**src/design/sbbf_pkg.sv**
```systemverilog
// ----------------------------------------------------------------------------
// Split-block Bloom filter package
// Sizes, salts, action codes and the probe mask function.
// ----------------------------------------------------------------------------
package sbbf_pkg;

    localparam int MAX_BLOCKS = 1024;
    localparam int PROBES     = 8;
    localparam int WORD_W     = 32;
    localparam int ROW_W      = PROBES * WORD_W;
    localparam int ROW_AW     = $clog2(MAX_BLOCKS);
    localparam int WORD_SEL_W = $clog2(PROBES);
    localparam int WORD_AW    = 13;
    localparam int HASH_W     = 64;
    localparam int HALF_W     = 32;
    localparam int CFG_W      = 11;
    localparam int CFG_RESET  = 1024;
    localparam int SALT_SHIFT = 32 - 5;

    localparam int DIV_STEPS  = 4;
    localparam int DIV_CYCLES = HALF_W / DIV_STEPS;
    localparam int DIV_CNT_W  = $clog2(DIV_CYCLES);

    localparam logic [WORD_W-1:0] SALTS [PROBES] = '{
        32'h47b6137b, 32'h44974d91, 32'h8824ad5b, 32'ha2b7289d,
        32'h705495c7, 32'h2df1424b, 32'h9efc4947, 32'h5c6bfb31
    };

    typedef enum logic [1:0] {
        ACT_INSERT = 2'd0,
        ACT_TEST   = 2'd1,
        ACT_WRITE  = 2'd2,
        ACT_READ   = 2'd3
    } t_action;

    // One bit per word of a block: the top bits of seed times the word's salt.
    function automatic logic [ROW_W-1:0] probe_mask(input logic [HALF_W-1:0] seed);
        logic [ROW_W-1:0]  mask;
        logic [WORD_W-1:0] prod;
        mask = '0;
        for (int p = 0; p < PROBES; p++) begin
            prod = seed * SALTS[p];
            mask[p * WORD_W + int'(prod[WORD_W-1:SALT_SHIFT])] = 1'b1;
        end
        return mask;
    endfunction

endpackage

```
**src/design/sbbf_divider.sv**
```systemverilog
// ----------------------------------------------------------------------------
// Block index remainder unit
// Restoring remainder of the upper hash half by the block count,
// a few quotient bits per cycle.
// ----------------------------------------------------------------------------
module sbbf_divider (
    input  logic                        i_clk,
    input  logic                        i_rst_n,
    input  logic                        i_start,
    input  logic [sbbf_pkg::HALF_W-1:0] i_dividend,
    input  logic [sbbf_pkg::CFG_W-1:0]  i_divisor,
    output logic                        o_done,
    output logic [sbbf_pkg::CFG_W-1:0]  o_rem
);
    import sbbf_pkg::*;

    logic                  r_busy;
    logic                  r_done;
    logic [DIV_CNT_W-1:0]  r_cnt;
    logic [HALF_W-1:0]     r_dvd;
    logic [CFG_W-1:0]      r_rem;
    logic [CFG_W-1:0]      r_divisor;
    logic [HALF_W-1:0]     n_dvd;
    logic [CFG_W-1:0]      n_rem;

    always_comb begin
        n_rem = r_rem;
        n_dvd = r_dvd;
        for (int s = 0; s < DIV_STEPS; s++) begin
            n_rem = {n_rem[CFG_W-2:0], n_dvd[HALF_W-1]};
            n_dvd = {n_dvd[HALF_W-2:0], 1'b0};
            if (n_rem >= r_divisor) begin
                n_rem = n_rem - r_divisor;
            end
        end
    end

    always_ff @(posedge i_clk) begin
        if (!i_rst_n) begin
            r_busy <= 1'b0;
            r_done <= 1'b0;
            r_cnt  <= '0;
        end else begin
            r_done <= 1'b0;
            if (i_start) begin
                r_busy    <= 1'b1;
                r_cnt     <= '0;
                r_dvd     <= i_dividend;
                r_rem     <= '0;
                r_divisor <= i_divisor;
            end else if (r_busy) begin
                r_dvd <= n_dvd;
                r_rem <= n_rem;
                r_cnt <= r_cnt + 1'b1;
                if (r_cnt == DIV_CNT_W'(DIV_CYCLES - 1)) begin
                    r_busy <= 1'b0;
                    r_done <= 1'b1;
                end
            end
        end
    end

    assign o_done = r_done;
    assign o_rem  = r_rem;
endmodule

```
**config.mk**
```make
export PLATFORM = sky130hd
export DESIGN_NAME = sbbf_divider
export DESIGN_NICKNAME = d
export VERILOG_FILES = /design/src/design/sbbf_pkg.sv /design/src/design/sbbf_divider.sv
export SDC_FILE = /design/constraint.sdc
export NUM_CORES = 1
export LEC_CHECK = 0
export ABC_AREA = 1
export BUFFER_PORTS_ARGS = -buffer_cell sky130_fd_sc_hd__buf_4
export CAP_MARGIN = 25
export CELL_PAD_IN_SITES_DETAIL_PLACEMENT = 1
export CELL_PAD_IN_SITES_GLOBAL_PLACEMENT = 1
export CORE_ASPECT_RATIO = 0.6
export CORE_UTILIZATION = 48
export CTS_BUF_LIST = sky130_fd_sc_hd__clkbuf_4 sky130_fd_sc_hd__clkbuf_8
export CTS_CLUSTER_DIAMETER = 40
export CTS_CLUSTER_SIZE = 10
export DETAILED_ROUTE_END_ITERATION = 16
export GPL_ROUTABILITY_DRIVEN = 1
export PLACE_DENSITY = 0.84
export SETUP_SLACK_MARGIN = 0.15
export SLEW_MARGIN = 20
export SYNTH_ARGS = -nofsm -noshare
export SYNTH_HDL_FRONTEND = slang
export SYNTH_SLANG_ARGS = --single-unit
```
**constraint.sdc**
```tcl
create_clock -name i_clk -period 13 [get_ports i_clk]
set_input_delay 1.95 -clock i_clk [delete_from_list [all_inputs] [get_ports i_clk]]
set_output_delay 1.95 -clock i_clk [all_outputs]
set_load 0.02 [all_outputs]
```
==> metrics.cfg <==
[setup_path]
critPathMaxFanout = 12
slowest_stage = sky130_fd_sc_hd__nor2_1
timing.reg2reg.setup_slack_ns = 5.30
critical_path_required_ns = 13.07
worst_path_most_repeated_cell = sky130_fd_sc_hd__nand3_1
crit_path_start_kind = register
crit-reg2reg-launch = r_divisor[1]
timing.setup.critical_path_class = register to register
crit_path_end_kind = register
setup.worst_path.start = r_divisor[1]
crit_path_max_incr_delay_ns = 0.76
arrival_ns = 7.77

[clock_tree]
skew_pair_late_insertion_delay_ns = 0.35
clock_tree_from_tritoncts = done
clock_tree.root_cell = sky130_fd_sc_hd__clkbuf_8
tritoncts_num_sinks = 59
post_cts_resize_count = 0
cts-buffers-inserted = 9
cts_hold_buffers = 0
cts.htree.levels = 3
path_clk_slew_ns = 0.07
cts_buffer_depth = 2
postCtsSetupRepairBufs = 0

[sta]
finalHoldViolCount = 0
timing.final.crit_share_pct = 59.2
unrepaired_setup_endpoints_after_global_routing = no
number_of_slew_limit_violations_in_the_final_report = 0
totalNegativeSetupSlack_ns = 0
max-slew-margin-rel_pct = 33.1
worst_slew_pin_slew_ns = 0.999
max_freq_ghz = 0.130
fin_skew_ns = 0.0106
min_period_ns = 7.70
finish_stage_setup_viols = 0

[layout]
layout.cells.most_common_list = 241 x sky130_fd_sc_hd__nand2_1, 86 x sky130_fd_sc_hd__inv_1, 57 x sky130_fd_sc_hd__buf_4
layout.cells.most_common = sky130_fd_sc_hd__nand2_1
layout-drive-gt1-share_pct = 16.0
num-nets-final = 815
antenna-diode-count = 0
areaGrowthSynthToFinish_pct = 14.3
finalNonFillerCells = 859

[route]
route.antenna.remaining_nets = 0
wl_per_cell_um = 19.2
drc_violations = 0
first_pass_iters = 5
wirelength_um = 16500
detailedRoute.firstIterationViolations = 310
detail_route.vias_per_cell = 5.48
vias = 4710

[global_route]
antenna_found_initial = 0
first_global_vias = 4724
gr-total-overflow = 0
grt.total_usage_pct = 31.7
grt_pass1_wl_um = 25500
maximum_number_of_pins_on_one_net_before_global_route_repair = 45

[outcome]
run_status = finished clean

[yosys]
post-synth-top-area-cell = sky130_fd_sc_hd__edfxtp_1
post_synth_edffs = 54
ys_ff_latch = 59
synthesis.area_um2 = 5010
synth_ff_type = sky130_fd_sc_hd__edfxtp_1
post-synth-top-area-fraction_pct = 32.3
synthesized_instance_count = 662
synth.lib_cells_used.distinct = 42
post_synth.cell_area_avg_um2 = 7.58
synth_nets = 758
yosysWarnings = 0
top_area_cells_in_the_synthesized_netlist = sky130_fd_sc_hd__edfxtp_1 32%, sky130_fd_sc_hd__nand2_1 18%, sky130_fd_sc_hd__ha_1 11%, sky130_fd_sc_hd__inv_1 6.4%, sky130_fd_sc_hd__nand3_1 5.3%
portion_of_the_post_synthesis_area_used_by_sequential_elements_pct = 34.3
post_synth_arst_share_pct = 0

[die]
initial_core_util_pct = 50.0
die_h_um = 81.2
die-area_um2 = 10900
die-width_um = 134
core.rowCount = 28
num_io_pins = 58
core-area_um2 = 10000

[job]
max_cap_viol_count = 0

[hold_path]
hp-start = r_cnt[1]
worst_hold_path_type = register to register

[placed_design]
routabilityCongestion = 0.944
place.detailed.hpwl_um = 13300
io_buffers = 57
place.detailed.instances = 842

-- stage by stage --
step                worst slack (ns)  hold slack (ns)  cell area [um2]  util [%]
floorplan                       7.05            0.442             5010         -
global placement                5.80            0.452             5540      55.3
detailed placement              5.47            0.475             5540      55.3
CTS                             5.43            0.486             5710      57.0
global route                    4.76            0.498             5730      57.2
finish                          5.30            0.479             5730      57.2
-- path summary, 6_finish.rpt --
path / endpoint / cells after the start
max: o_rem[5] / 37
min: r_cnt[1] / 2
max reg2reg: o_rem[5] / 37
min reg2reg: r_cnt[1] / 2
-- Yosys cell counts (2+ instances only) --
cell type	number
sky130_fd_sc_hd__a21boi_0	2
sky130_fd_sc_hd__inv_1	86
sky130_fd_sc_hd__a31oi_1	2
sky130_fd_sc_hd__o21ai_2	4
sky130_fd_sc_hd__nand4_2	2
sky130_fd_sc_hd__o21ai_0	6
sky130_fd_sc_hd__buf_4	2
sky130_fd_sc_hd__nand3_2	10
sky130_fd_sc_hd__and2_1	6
sky130_fd_sc_hd__nor2_1	32
sky130_fd_sc_hd__clkbuf_1	8
sky130_fd_sc_hd__dfxtp_1	5
sky130_fd_sc_hd__o21ai_1	2
sky130_fd_sc_hd__xor2_1	12
sky130_fd_sc_hd__fa_1	4
sky130_fd_sc_hd__edfxtp_1	54
sky130_fd_sc_hd__nand3_1	53
sky130_fd_sc_hd__ha_1	46
sky130_fd_sc_hd__or2_2	2
sky130_fd_sc_hd__o21bai_1	3
sky130_fd_sc_hd__nand2_2	11
sky130_fd_sc_hd__a21oi_1	30
sky130_fd_sc_hd__a21o_1	3
sky130_fd_sc_hd__nand2_1	242
sky130_fd_sc_hd__nand3b_1	2
sky130_fd_sc_hd__nand4_1	3
sky130_fd_sc_hd__nand2_4	6
sky130_fd_sc_hd__xnor2_1	10
-- logic make-up after synthesis --
group	after synthesis	share of synthesized area (%)
and+or+nand+nor	373	33.4
buffers and inverters	100	8.11
DFF	59	34.3
AOI/OAI and AO/OA	58	7.21
adders and majority gates	50	13.1
xor gates and xnor gates	22	3.84
-- state kept, by name, indices dropped and copies added (netlist names) --
signal and cells:
o_done 1, o_rem 11, r_busy 1, r_cnt 3, r_divisor 11, r_dvd 32
-- worst max-delay path, delay by kind of cell, from the launching register on --
kind	cells	cell delay, ns
and+or+nand+nor	24	3.85
adders and majority gates	4	1.32
AOI/OAI and AO/OA	5	1.30
buffers and inverters	4	0.48
DFF	1	0.47
-- area by class of cell --
cell class	count	area, um2
Clock buffer	10	131
Clock inverter	6	41.3
Fill cell	1312	4290
Inverter	88	330
Multi-Input combinational cell	503	2890
Sequential cell	59	1720
Tap cell	135	169
Timing Repair Buffer	58	448
-- routing by layer --
metal  global-route usage (%)  vias up  wire (um)
li1                         -     2261          -
met1                     44.0     2283       7870
met2                     51.4      147       7330
met3                     5.56       19       1100
met4                     7.73        0        233
met5                        0        -          0
Power is left out: the tool's default activity adds up to more than one toggle a clock period on the data nets, which glitch-free logic cannot reach.
